File: src/rtl/assert_macros.svh
// ----------------------------------------------------------------------------
// Assertion macros
// Concurrent assertion wrappers; empty when SYNTHESIS is defined.
// ----------------------------------------------------------------------------
`ifndef ASSERT_MACROS_SVH
`define ASSERT_MACROS_SVH
`ifndef SYNTHESIS
`define SCI_ASSERT(lbl, clk, rst, prop) \
  lbl: assert property (@(posedge clk) disable iff (rst) prop) \
    else $error("sci assertion failed");
`define SCI_NEVER(lbl, clk, rst, expr) \
  lbl: assert property (@(posedge clk) disable iff (rst) !(expr)) \
    else $error("sci forbidden condition");
`else
`define SCI_ASSERT(lbl, clk, rst, prop)
`define SCI_NEVER(lbl, clk, rst, expr)
`endif
`endif

File: src/rtl/sci_pkg.sv
// ----------------------------------------------------------------------------
// sci_pkg
// Shared types and constants of the sky coefficient interpolator.
// ----------------------------------------------------------------------------
`default_nettype none

package sci_pkg;

  localparam int SKY_PARAMS  = 9;
  localparam int CTRL_POINTS = 6;

  localparam int WORD_W  = 32;
  localparam int ANGLE_W = 18;
  localparam int TURB_W  = 16;
  localparam int ALB_W   = 17;
  localparam int TK_W    = 13;
  localparam int KW      = 17;

  localparam logic [ANGLE_W-1:0] HALF_PI_Q16 = 18'd102944;
  localparam logic [ALB_W-1:0]   ONE_Q16     = 17'd65536;
  localparam logic [3:0]         PS_RADIANCE = 4'd9;

  typedef enum logic {
    ACT_WRITE = 1'b0,
    ACT_EVAL  = 1'b1
  } action_t;

  typedef enum logic {
    CFG_TURBIDITY = 1'b0,
    CFG_ALBEDO    = 1'b1
  } cfg_index_t;

  typedef struct packed {
    logic          done;
    logic [KW-1:0] k;
  } elev_rsp_t;

endpackage

`default_nettype wire

File: src/rtl/sci_elev.sv
// ----------------------------------------------------------------------------
// sci_elev
// Elevation term k = cbrt(1 - theta/(pi/2)): bitwise cube root search; each
// trial bit is squared, cubed and compared in turn. The ratio is never formed: each trial cube is scaled by
// pi/2 and compared with (pi/2 - theta) * 2^48.
// ----------------------------------------------------------------------------
`default_nettype none

module sci_elev (
  input  logic                        clk,
  input  logic                        rst,
  input  logic                        start,
  input  logic [sci_pkg::ANGLE_W-1:0] sun_angle,
  output sci_pkg::elev_rsp_t          rsp
);
  import sci_pkg::*;

  localparam int QW  = 48;
  localparam int CW  = 3 * KW;
  localparam int SW  = CW + ANGLE_W;
  localparam int BPW = $clog2(KW);

  typedef enum logic [1:0] {S_IDLE, S_SQ, S_CUBE, S_CMP} state_t;

  state_t             state;
  logic [ANGLE_W-1:0] dreg;
  logic [BPW-1:0]     bitpos;
  logic [KW-1:0]      root;
  logic [KW-1:0]      trial;
  logic [2*KW-1:0]    sq;
  logic [CW-1:0]      cube;
  logic               done;

  logic [ANGLE_W-1:0] d;
  logic [KW-1:0]      trial_c;
  logic [SW-1:0]      cube_x, scaled, target;

  // below the horizon the ratio is zero, so the search ends at k = 0
  assign d = (sun_angle >= HALF_PI_Q16) ? '0 : (HALF_PI_Q16 - sun_angle);

  assign trial_c = root | (KW'(1) << bitpos);

  // pi/2 in Q2.16 is 2^16 + 2^15 + 2^12 + 2^9 + 2^5
  assign cube_x = SW'(cube);
  assign scaled = (cube_x << 16) + (cube_x << 15) + (cube_x << 12) +
                  (cube_x << 9) + (cube_x << 5);
  assign target = SW'(dreg) << QW;

  always_ff @(posedge clk) begin
    if (rst) begin
      state  <= S_IDLE;
      done   <= 1'b0;
      bitpos <= '0;
      root   <= '0;
    end else begin
      done <= 1'b0;
      unique case (state)
        S_IDLE: begin
          if (start) begin
            dreg   <= d;
            root   <= '0;
            bitpos <= BPW'(KW - 1);
            state  <= S_SQ;
          end
        end
        S_SQ: begin
          trial <= trial_c;
          sq    <= (2*KW)'(trial_c) * (2*KW)'(trial_c);
          state <= S_CUBE;
        end
        S_CUBE: begin
          cube  <= CW'(sq) * CW'(trial);
          state <= S_CMP;
        end
        S_CMP: begin
          if (scaled <= target) begin
            root <= trial;
          end
          if (bitpos == '0) begin
            done  <= 1'b1;
            state <= S_IDLE;
          end else begin
            bitpos <= bitpos - BPW'(1);
            state  <= S_SQ;
          end
        end
        default: state <= S_IDLE;
      endcase
    end
  end

  assign rsp.done = done;
  assign rsp.k    = root;

endmodule

`default_nettype wire

File: config.mk
export PLATFORM = sky130hd
export DESIGN_NAME = sci_elev
export DESIGN_NICKNAME = d
export VERILOG_FILES = /design/src/rtl/assert_macros.svh /design/src/rtl/sci_pkg.sv /design/src/rtl/sci_elev.sv
export SDC_FILE = /design/constraint.sdc
export NUM_CORES = 2
export LEC_CHECK = 0
export ABC_AREA = 1
export BUFFER_PORTS_ARGS = -buffer_cell sky130_fd_sc_hd__buf_2
export CORE_MARGIN = 3
export CORE_UTILIZATION = 25
export DETAILED_ROUTE_END_ITERATION = 8
export PLACE_DENSITY = 0.41
export SYNTH_ARGS = -nofsm -noshare
export SYNTH_HDL_FRONTEND = slang
export SYNTH_SLANG_ARGS = --single-unit
File: constraint.sdc
create_clock -name clk -period 7.2 [get_ports clk]
set_input_delay 0.36 -clock clk [delete_from_list [all_inputs] [get_ports clk]]
set_output_delay 0.36 -clock clk [all_outputs]
set_load 0.1 [all_outputs]
==> summary.md <==
| Metric | Value |
|---|---|
| Status | `finished clean` |
| Gr usage total | `0.144` |
| Core area | `157000 um^2` |
| Crit Path Max Fanout | `16` |
| Async S/R FF share, synth | `0` |
| DR WL/cell | `16.0 um` |
| CP dominant cell by count | `fa_1` |
| Synth warn | `0` |
| Crit end category | `register` |
| CTS max path bufs | `2` |
| Wire length of the first global-routing pass | `185000 um` |
| Tightest Pin Transition | `1250 ps` |
| Reg2Reg Depth | `22` |
| CTS tree | `yes` |
| DRC violations left | `0` |
| DR vias | `29754` |
| Min-Delay Endpoint | `state[1]$_SDFFE_PP0P_` |
| Routability cong. | `0.851` |
| Core Rows | `145` |
| CP Class | `reg -> reg` |
| EDFF count, synth | `118` |
| Uppermost layer routed | `met4` |
| Top post-synthesis cells by area | `fa_1 (40%), inv_1 (13%), nand2_1 (12%), ha_1 (11%), edfxtp_1 (8.9%)` |
| Share of cells above drive strength 1 | `0.0460` |
| RSZ-0062 raised after global routing | `no` |
| Slowest CP cell | `edfxtp_1` |
| Layout Nets | `6126` |
| WL final | `112000 um` |
| Worst hold path class | `in -> reg` |
| Finished Core Util | `0.278` |
| Seq/Total Area, Yosys | `0.102` |
| Initial antenna violation count | `0` |
| Distinct cells, synth | `50` |
| Min Hold Slack | `205 ps` |
| Vias per Instance | `4.23` |
| TritonRoute pass-1 iters | `5` |
| Die ar. | `163000 um^2` |
| CTS buffer count | `17` |
| Synth-to-Final Area Change | `9.83%` |
| Hold Crit Start | `start` |
| Reg-to-reg endpoint | `cube[41]$_DFFE_PP_` |
| Reg2reg setup slack | `360 ps` |
| Area leader, netlist | `fa_1` |
| Die W | `404 um` |
| Cts hold-fix bufs | `0` |
| Die H | `404 um` |
| Crit share post-route | `0.950` |
| Final hold vios | `0` |
| HPWL after detailed placement | `95700 um` |
| Top-area cell type share of the netlist area | `0.403` |
| Depth of the worst hold-timing path | `3` |
| Max-Slew Margin vs Limit | `0.165` |
| Largest incremental delay on the critical path | `900 ps` |
| Cell count after synthesis | `4941` |
| Req. time, crit path | `7420 ps` |
| Critical R2R Launch | `trial[3]$_DFFE_PP_` |
| Clock Pin Slew Worst Setup and Hold Paths | `80 ps` |
| Fmax | `146 MHz` |
| Crit start category | `register` |
| Ordered cell list for the critical path | `nand2_1, fa_1, inv_1, fa_1, inv_1, fa_1, inv_1, fa_1, inv_1, fa_1, inv_1, fa_1, ha_1, a21oi_1, o21ai_0, a21oi_1, o21ai_0, nand2_1, nand2_1, a31oi_1, o21ai_0, xor2_1` |
| Mean Syn Cell Area | `8.02 um^2` |
| Number of port buffers | `38` |
| Clock root cell | `clkbuf_16` |
| TNS Setup | `0 ps` |
| #FFs+latches synth | `143` |
| Largest net degree at the start of global routing | `52` |
| Number of max-cap violations | `0` |
| Clock Sinks | `143` |
| Setup violators final | `0` |
| Ports | `39` |
| Met1 wire length | `53700 um` |
| H-tree levels | `4` |
| Crit path time final | `6840 ps` |
| Post-synthesis cell area | `39600 um^2` |
| Later-pin clock latency in the skew report | `490 ps` |
| Detail Route Antenna Nets | `0` |
| Skew final | `21.4 ps` |
| Vias in the first global route | `33121` |
| Detailed Route Iter0 Violations | `1507` |
| Met3 routed WL | `2880 um` |
| Slew Viols, Final | `0` |
| Total grt overflow | `0` |
| Crit path arrival time | `7060 ps` |
| Starting density of the core | `0.253` |
| Dominant synthesized flop cell | `edfxtp_1` |
| Metal2 WL | `53800 um` |
sequential cells by signal (all words and copies together) (netlist names):
name	count
bitpos	5
cube	51
done	1
dreg	18
state	2
root	17
trial	17
sq	32
synth_stat cells, types with 12 or more instances:
library cell,instances
xnor2_1,36
dfxtp_1,25
o21ai_0,74
inv_1,1377
clkbuf_1,157
a21oi_1,194
fa_1,798
ha_1,347
nor3_1,20
a31oi_1,23
o21bai_1,12
nand4_1,18
nand3_1,95
nand2_1,1228
edfxtp_1,118
o21ai_1,25
xor2_1,75
nor2_1,215
logic make-up (layout without fill, tap and decap cells):
family                     Yosys count  after routing  share of synthesized area
buffers and inverters             1558           1584                      0.148
AOI/OAI and AO/OA                  368            368                     0.0509
other                                2              9                   0.000190
adders and majority gates         1145           1145                      0.513
xor gates and xnor gates           111            111                     0.0245
muxes                                1              1                   0.000284
and+or+nand+nor                   1613           1613                      0.161
DFF                                143            143                      0.102
worst max-delay path by stage:
stage                                from                    end
floorplan           root[14]$_SDFFE_PP0P_       sq[33]$_DFFE_PP_
global placement       trial[3]$_DFFE_PP_     cube[41]$_DFFE_PP_
detailed placement     trial[3]$_DFFE_PP_     cube[41]$_DFFE_PP_
CTS                    trial[3]$_DFFE_PP_     cube[41]$_DFFE_PP_
global route           cube[11]$_DFFE_PP_  root[12]$_SDFFE_PP0P_
finish                 trial[3]$_DFFE_PP_     cube[41]$_DFFE_PP_
layout make-up:
class                   count  area (um^2)
fillers                 17254       113000
inverters                1393         5230
clock inverters             9         78.8
repair buffers            159         1250
flip-flops and latches    143         4040
clock buffers              23          554
multi-input cells        3246        29800
diodes                      1         2.50
well taps                2058         2570
per-layer routing:
metal / up-vias / track usage
li1: 14444 / -
met1: 14882 / 0.196
met2: 353 / 0.247
met3: 75 / 0.0143
met4: 0 / 0.0298
met5: - / 0
critical path, delay by kind of cell (launching register included):
family	cells	cell delay (ps)
adders and majority gates	7	3400
DFF	1	900
and+or+nand+nor	3	380
AOI/OAI and AO/OA	6	1460
buffers and inverters	5	270
xor gates and xnor gates	1	170
cells in the final DEF (no fill, tap or decap), types with 22 or more instances in the layout:
master / instances
xor2_1: 75
buf_4: 109
ha_1: 346
nand2_1: 1228
o21ai_0: 73
clkbuf_16: 22
fa_1: 798
o21ai_1: 23
nand3_1: 95
a31oi_1: 23
inv_1: 1377
nor2_1: 212
edfxtp_1: 118
buf_2: 38
xnor2_1: 36
a21oi_1: 193
dfxtp_1: 25
stage by stage:
step	instances	worst slack (ps)	instance area [um^2]
after detailed placement	6965	330	42600
after global routing	7031	9.09	43500
final	7032	357	43500
after global placement	6965	376	42600
after CTS	6997	318	43200
after floorplan	4947	546	39600
repair_timing:
action                     4_1_cts  5_1_grt
setup endpoints to repair        0       23
buffers inserted                 0       34
gates resized for setup          0        9
Power is left out: the tool's default activity adds up to more than one toggle a clock period on the data nets, which glitch-free logic cannot reach.
