[config.mk]
export PLATFORM = sky130hd
export DESIGN_NAME = sci_eval
export DESIGN_NICKNAME = d
export VERILOG_FILES = /design/src/rtl/sci_pkg.sv /design/src/rtl/sci_eval.sv
export VERILOG_INCLUDE_DIRS = /design/src /design/src/rtl
export SDC_FILE = /design/constraint.sdc
export NUM_CORES = 2
export LEC_CHECK = 0
export ABC_CLOCK_PERIOD_IN_PS = 20700
export BUFFER_PORTS_ARGS = -buffer_cell sky130_fd_sc_hd__buf_2
export CORE_MARGIN = 3
export CORE_UTILIZATION = 25
export CTS_CLUSTER_DIAMETER = 80
export DETAILED_ROUTE_END_ITERATION = 10
export PLACE_DENSITY = 0.49
export RECOVER_POWER = 50
export SLEW_MARGIN = 10
export SYNTH_ARGS = -nofsm -noshare
export SYNTH_HDL_FRONTEND = slang
export SYNTH_SLANG_ARGS = --single-unit
[constraint.sdc]
create_clock -name clk -period 20.7 [get_ports clk]
set_input_delay 2.07 -clock clk [delete_from_list [all_inputs] [get_ports clk]]
set_output_delay 2.07 -clock clk [all_outputs]
set_load 0.05 [all_outputs]
[src/rtl/assert_macros.svh]
// ----------------------------------------------------------------------------
// Assertion macros
// Concurrent assertion wrappers; empty when SYNTHESIS is defined.
// ----------------------------------------------------------------------------
`ifndef ASSERT_MACROS_SVH
`define ASSERT_MACROS_SVH
`ifndef SYNTHESIS
`define SCI_ASSERT(lbl, clk, rst, prop) \
  lbl: assert property (@(posedge clk) disable iff (rst) prop) \
    else $error("sci assertion failed");
`define SCI_NEVER(lbl, clk, rst, expr) \
  lbl: assert property (@(posedge clk) disable iff (rst) !(expr)) \
    else $error("sci forbidden condition");
`else
`define SCI_ASSERT(lbl, clk, rst, prop)
`define SCI_NEVER(lbl, clk, rst, expr)
`endif
`endif

[src/rtl/sci_pkg.sv]
// ----------------------------------------------------------------------------
// sci_pkg
// Shared types and constants of the sky coefficient interpolator.
// ----------------------------------------------------------------------------
`default_nettype none

package sci_pkg;

  localparam int SKY_PARAMS  = 9;
  localparam int CTRL_POINTS = 6;

  localparam int WORD_W  = 32;
  localparam int ANGLE_W = 18;
  localparam int TURB_W  = 16;
  localparam int ALB_W   = 17;
  localparam int TK_W    = 13;
  localparam int KW      = 17;

  localparam logic [ANGLE_W-1:0] HALF_PI_Q16 = 18'd102944;
  localparam logic [ALB_W-1:0]   ONE_Q16     = 17'd65536;
  localparam logic [3:0]         PS_RADIANCE = 4'd9;

  typedef enum logic {
    ACT_WRITE = 1'b0,
    ACT_EVAL  = 1'b1
  } action_t;

  typedef enum logic {
    CFG_TURBIDITY = 1'b0,
    CFG_ALBEDO    = 1'b1
  } cfg_index_t;

  typedef struct packed {
    logic          done;
    logic [KW-1:0] k;
  } elev_rsp_t;

endpackage

`default_nettype wire

[src/rtl/sci_eval.sv]
// ----------------------------------------------------------------------------
// sci_eval
// Evaluate sequencer: reads four spline control sets from the table, runs
// de Casteljau on a shared multiplier, then the albedo and turbidity blends.
// ----------------------------------------------------------------------------
`default_nettype none

`include "assert_macros.svh"

module sci_eval #(
  parameter int TURBIDITY_LEVELS = 10,
  parameter int AW               = 12
) (
  input  logic                       clk,
  input  logic                       rst,
  input  logic                       start,
  input  logic [1:0]                 channel,
  input  logic [3:0]                 param_select,
  input  logic [sci_pkg::TURB_W-1:0] turbidity,
  input  logic [sci_pkg::ALB_W-1:0]  albedo,
  input  sci_pkg::elev_rsp_t         elev,
  output logic [AW-1:0]              rd_addr,
  input  logic [sci_pkg::WORD_W-1:0] rd_data,
  output logic                       busy,
  output logic                       done,
  output logic [sci_pkg::WORD_W-1:0] coefficient
);
  import sci_pkg::*;

  localparam int TL  = TURBIDITY_LEVELS;
  localparam int CHW = (SKY_PARAMS + 1) * CTRL_POINTS * TL * 2;
  localparam int PW  = SKY_PARAMS * CTRL_POINTS * TL * 2;
  localparam int TLW = $clog2(TL + 1);

  typedef enum logic [2:0] {
    S_IDLE, S_WAIT_K, S_SETUP, S_READ, S_LERP, S_BLEND0, S_BLEND1, S_BLEND2
  } state_t;

  state_t                   state;
  logic [KW-1:0]            kreg;
  logic [1:0]               spl;
  logic [2:0]               cnt;
  logic [2:0]               lvl;
  logic [2:0]               step;
  logic [AW-1:0]            addr;
  logic [AW-1:0]            base;
  logic [AW-1:0]            off0, off1, half;
  logic [3:0]               strd;
  logic [TK_W-1:0]          tk;
  logic [ALB_W-1:0]         alb;
  logic signed [WORD_W-1:0] p [CTRL_POINTS];
  logic signed [WORD_W-1:0] s [4];
  logic signed [WORD_W-1:0] v0, v1;

  // setup decode
  logic                     is_sky;
  logic [AW-1:0]            ch_base, base_c;
  logic [4:0]               ti;
  logic [TLW-1:0]           t0, t1;
  logic [17:0]              tkd;
  logic [TK_W-1:0]          tk_c;
  logic [ALB_W-1:0]         alb_c;
  logic [5:0]               blk;
  logic [AW-1:0]            sp_start;

  // shared multiply-round-add
  logic signed [34:0]       mx;
  logic signed [17:0]       my;
  logic signed [52:0]       prod, biased, shifted;
  logic signed [WORD_W-1:0] mbase;
  logic                     use_q12;
  logic signed [WORD_W-1:0] mres;

  always_comb begin
    is_sky  = (param_select != PS_RADIANCE);
    ch_base = AW'(channel) * AW'(CHW);
    base_c  = is_sky ? (ch_base + AW'(param_select)) : (ch_base + AW'(PW));
    blk     = is_sky ? 6'(SKY_PARAMS * CTRL_POINTS) : 6'(CTRL_POINTS);

    ti = {1'b0, turbidity[TURB_W-1:12]};
    if (ti == 5'd0) begin
      t0 = TLW'(1);
    end else if (ti > 5'(TL)) begin
      t0 = TLW'(TL);
    end else begin
      t0 = TLW'(ti);
    end
    t1 = (t0 == TLW'(TL)) ? t0 : (t0 + TLW'(1));

    tkd = 18'(turbidity) - (18'(t0) << 12);
    if (tkd[17]) begin
      tk_c = '0;
    end else if (tkd > 18'd4096) begin
      tk_c = TK_W'(4096);
    end else begin
      tk_c = tkd[TK_W-1:0];
    end
    alb_c = (albedo > ONE_Q16) ? ONE_Q16 : albedo;
  end

  // spline order: albedo 0 / 1 at level t0, then albedo 0 / 1 at level t1
  assign sp_start = base + (spl[0] ? half : '0) + (spl[1] ? off1 : off0);

  always_comb begin
    mx      = 35'(p[1]) - 35'(p[0]);
    my      = $signed({1'b0, kreg});
    mbase   = p[0];
    use_q12 = 1'b0;
    case (state)
      S_BLEND0: begin
        mx    = 35'(s[1]) - 35'(s[0]);
        my    = $signed(18'(alb));
        mbase = s[0];
      end
      S_BLEND1: begin
        mx    = 35'(s[3]) - 35'(s[2]);
        my    = $signed(18'(alb));
        mbase = s[2];
      end
      S_BLEND2: begin
        mx      = 35'(v1) - 35'(v0);
        my      = $signed(18'(tk));
        mbase   = v0;
        use_q12 = 1'b1;
      end
      default: ;
    endcase
    prod    = mx * my;
    biased  = prod + (use_q12 ? 53'sd2048 : 53'sd32768);
    shifted = use_q12 ? (biased >>> 12) : (biased >>> 16);
    // a*(1-w) + b*w == a + (b-a)*w; convex, so the sum stays in 32 bits
    mres    = WORD_W'(shifted + 53'(mbase));
  end

  assign rd_addr = addr;
  assign busy    = (state != S_IDLE);

  always_ff @(posedge clk) begin
    if (rst) begin
      state <= S_IDLE;
      done  <= 1'b0;
      spl   <= '0;
      cnt   <= '0;
      lvl   <= '0;
      step  <= '0;
    end else begin
      done <= 1'b0;
      unique case (state)
        S_IDLE: begin
          if (start) begin
            base  <= base_c;
            strd  <= is_sky ? 4'(SKY_PARAMS) : 4'd1;
            off0  <= AW'(blk) * AW'(t0 - TLW'(1));
            off1  <= AW'(blk) * AW'(t1 - TLW'(1));
            half  <= AW'(blk) * AW'(TL);
            tk    <= tk_c;
            alb   <= alb_c;
            state <= S_WAIT_K;
          end
        end
        S_WAIT_K: begin
          if (elev.done) begin
            kreg  <= elev.k;
            spl   <= '0;
            state <= S_SETUP;
          end
        end
        S_SETUP: begin
          addr  <= sp_start;
          cnt   <= '0;
          state <= S_READ;
        end
        S_READ: begin
          if (cnt < 3'(CTRL_POINTS)) begin
            addr <= addr + AW'(strd);
          end
          // read data arrives in the cycle after its address
          if (cnt != '0) begin
            for (int j = 0; j < CTRL_POINTS - 1; j++) begin
              p[j] <= p[j+1];
            end
            p[CTRL_POINTS-1] <= rd_data;
          end
          cnt <= cnt + 3'd1;
          if (cnt == 3'(CTRL_POINTS)) begin
            lvl   <= 3'(CTRL_POINTS);
            step  <= '0;
            state <= S_LERP;
          end
        end
        S_LERP: begin
          // rotate the active points left, new point lands at the end
          for (int j = 0; j < CTRL_POINTS - 1; j++) begin
            if (3'(j) == lvl - 3'd1) begin
              p[j] <= mres;
            end else begin
              p[j] <= p[j+1];
            end
          end
          if (lvl == 3'(CTRL_POINTS)) begin
            p[CTRL_POINTS-1] <= mres;
          end
          if (step == lvl - 3'd1) begin
            step <= '0;
            lvl  <= lvl - 3'd1;
            if (lvl == 3'd2) begin
              s[spl] <= p[1];
              spl    <= spl + 2'd1;
              state  <= (spl == 2'd3) ? S_BLEND0 : S_SETUP;
            end
          end else begin
            step <= step + 3'd1;
          end
        end
        S_BLEND0: begin
          v0    <= mres;
          state <= S_BLEND1;
        end
        S_BLEND1: begin
          v1    <= mres;
          state <= S_BLEND2;
        end
        S_BLEND2: begin
          coefficient <= mres;
          done        <= 1'b1;
          state       <= S_IDLE;
        end
        default: state <= S_IDLE;
      endcase
    end
  end

  `SCI_ASSERT(a_done_after_blend, clk, rst, done |-> $past(state == S_BLEND2))
  `SCI_ASSERT(a_lvl_range, clk, rst, (state == S_LERP) |-> (lvl >= 3'd2 && lvl <= 3'(CTRL_POINTS)))
  `SCI_NEVER(a_elev_unexpected, clk, rst, elev.done && state != S_WAIT_K)

endmodule

`default_nettype wire

==> flow_summary.toml <==
[die]
die_h_um = 457
coreArea_sq_um = 201000
start_util_pct = 25.3
io_pins = 138
die_area_sq_um = 209000
num_rows = 164
die_w_um = 457

[timing]
finalCritPeriodShare_pct = 74.8
period_minus_slack_ps = 15490
finalMaxSlewViolations = 381
timing.fmax_mhz = 64.5
final_hold_viol_count = 0
hold_ws_ps = 506
setup_tns_ps = 0
relSlewSlack_pct = -152
tightest_slew_ps = 3780
rsz0062_at_grt = "no"
setup-violations-final = 0
finalClockSkew_ps = 33.9
fin_ws_ps = 5210

[global_route]
antenna_found_initial = 0
grt_pass1_wl_um = 239000
grt_pass1_vias = 38300
grt_usage_pct = 14.7
grt_max_degree = 80
grt_overflow = 0

[logic_synthesis]
synth_fa_ha_area_share_pct = 30.5
yosys.area_share.simple_pct = 11.9
synth_mux_area_share_pct = 3.59
ys.flop_type = "edfxtp_1"
synth-compound-area-share_pct = 11.5
ys_ff_latch = 526
synth_top_family_by_area = "adder cells"
netlist_instances = 5128
synthXorXnorAreaFrac_pct = 3.83
syn_nets = 6135
synth-edff-count = 511
synth_warnings = 0
synth_area_per_cell_sq_um = 9.91
ys_async_sr_fraction_pct = 0
syn-cell-area_sq_um = 50800
yosysUniqueCellTypes = 92
yosysSeqAreaShare_pct = 30.8

[clock_network]
cts_hold_buf = 0
cts_buffers = 58
insertion_delay_ps = 670
postCtsResizedCells = 0
cts.sinks = 526
clock_path_buffers = 3
clk_pin_slew_ps = 60
htree_num_levels = 2
post_cts_buffers = 0
cts_tree = "built"
cts_root_buf = "clkbuf_16"

[placement]
gp_congestion = 0.886
place_ws_ps = 7190
port_buffers = 137
hpwl_um = 120000

[cells_and_area]
n_fill_cell = 21100
multi_input_area_sq_um = 31400
drive_gt1_share_pct = 7.74
syn_to_final_growth_pct = 11.5
nets = 6221
regArea_sq_um = 15600

[drt]
via_per_inst = 4.70
first_iter_violations = 2701
routedWlPerCell_um = 19.6
drt_wl_total_um = 155000
ant_nets = 0
drcViolationCount = 0
vias = 37200
drtPass1Iterations = 5

[setup_path]
cp.required_ps = 21030
cp_max_fo = 51
start_kind = "register"
crit_path_top_delay_cell = "clkbuf_1"
cp.arrival_ps = 15820
end_kind = "register"
slowest_delay_ps = 2210
crit_type = "register to register"
r2r_slack_ps = 5210

[worst_hold_path]
hold_path.class = "register to register"

[run_status]
status = "finished, violations left"
violations = "max-capacitance violations, max-slew violations"

[run]
drv_cap = 12
-- worst max-delay path, delay by kind of cell, from the launching register on --
family / cells / cell delay (ps)
compound gates: 15 / 5360
xor+xnor: 1 / 110
fa+ha+maj: 9 / 3920
buf+inv: 9 / 3470
flops: 1 / 950
mux: 1 / 330
simple gates: 7 / 950
-- path summary, 6_finish.rpt --
kind         depth (start not counted)                        end             startpoint
max                                 42  coefficient[28]$_DFFE_PP_  state[1]$_SDFFE_PP0P_
min                                  2        p[0][138]$_DFFE_PP_    p[0][170]$_DFFE_PP_
max reg2reg                         42  coefficient[28]$_DFFE_PP_  state[1]$_SDFFE_PP0P_
min reg2reg                          2        p[0][138]$_DFFE_PP_    p[0][170]$_DFFE_PP_
-- cells in the mapped netlist, types with 12 or more instances --
cell type	number	share of area [%]
nand3_1	60	0.59
buf_1	14	0.10
clkbuf_1	165	1.2
nand2b_1	46	0.57
o21ai_0	203	2.0
nor3_1	40	0.39
inv_1	880	6.5
o21a_1	47	0.69
o22ai_1	38	0.47
o21bai_1	30	0.44
edfxtp_1	511	30
dfxtp_1	15	0.59
nand2_1	600	4.4
nor2b_1	89	1.1
mux2_2	113	2.5
nor2_1	313	2.3
xor2_1	65	1.1
a221oi_1	35	0.60
nand4_1	12	0.15
a22oi_1	15	0.22
mux2i_1	52	1.0
a21o_1	77	1.1
nor4_1	22	0.27
a31oi_1	42	0.52
o211ai_1	29	0.43
o221ai_1	12	0.21
ha_1	375	9.2
fa_1	540	21
o21ai_1	14	0.14
and2_1	83	1.0
a21oi_1	202	2.0
a211oi_1	32	0.47
o31ai_1	16	0.24
and3_1	28	0.34
xnor2_1	155	2.7
-- sequential cells by signal, indices dropped and copies added (netlist names), 2 cells and up --
register	cells
rd_addr	12
off1	11
tk	13
base	12
p	192
v0	32
coefficient	32
s	128
step	3
lvl	3
cnt	3
kreg	17
off0	11
state	3
v1	32
spl	2
alb	17
-- layout by cell type, fill, tap and decap left out, drive strengths merged, types with 47 or more instances in the layout --
cell,count
inv,886
nand2,601
fa,540
edfxtp,511
ha,375
nor2,313
o21ai,217
a21oi,204
xnor2,155
buf,141
clkbuf,137
mux2,115
nor2b,89
and2,83
a21o,77
xor2,65
nand3,60
mux2i,52
o21a,47
-- cell families (layout without fill, tap and decap cells) --
logic type,count (synthesis),count (layout)
simple gates,1343,1343
buf+inv,1069,1202
fa+ha+maj,915,915
compound gates,887,887
flops,526,526
xor+xnor,221,221
mux,167,167
other cells,0,1
-- cell type report --
class | instances | share of cell area (%)
antenna | 1 | 0.00441
clock buffer | 66 | 2.61
clock inverter | 41 | 0.717
inverter | 883 | 5.85
multi-input combinational | 3533 | 55.4
sequential | 526 | 27.6
tap | 2656 | 5.86
timing repair buffer | 212 | 1.99
-- through the flow --
step / instance area, sq um / cells / util [%]
3_5_place_dp: 54900 / 7810 / 27.4
2_1_floorplan: 50800 / 5128 / -
6_report: 56700 / 7918 / 28.2
4_1_cts: 56800 / 7917 / 28.3
5_1_grt: 56700 / 7917 / 28.2
3_3_place_gp: 54900 / 7810 / 27.3
-- routing by layer --
metal / global-route usage, % / vias to the layer above / wire, um / part of all wire [%]
met5: 0 / - / 0 / 0
met4: 3.10 / 0 / 3050 / 2.0
met3: 1.80 / 145 / 9210 / 5.9
met2: 23.6 / 1131 / 70300 / 45
met1: 21.3 / 18700 / 72900 / 47
li1: - / 17300 / - / -
Power is not shown: default switching activity piles up to over one toggle a cycle in this logic, so the estimate is an artifact.
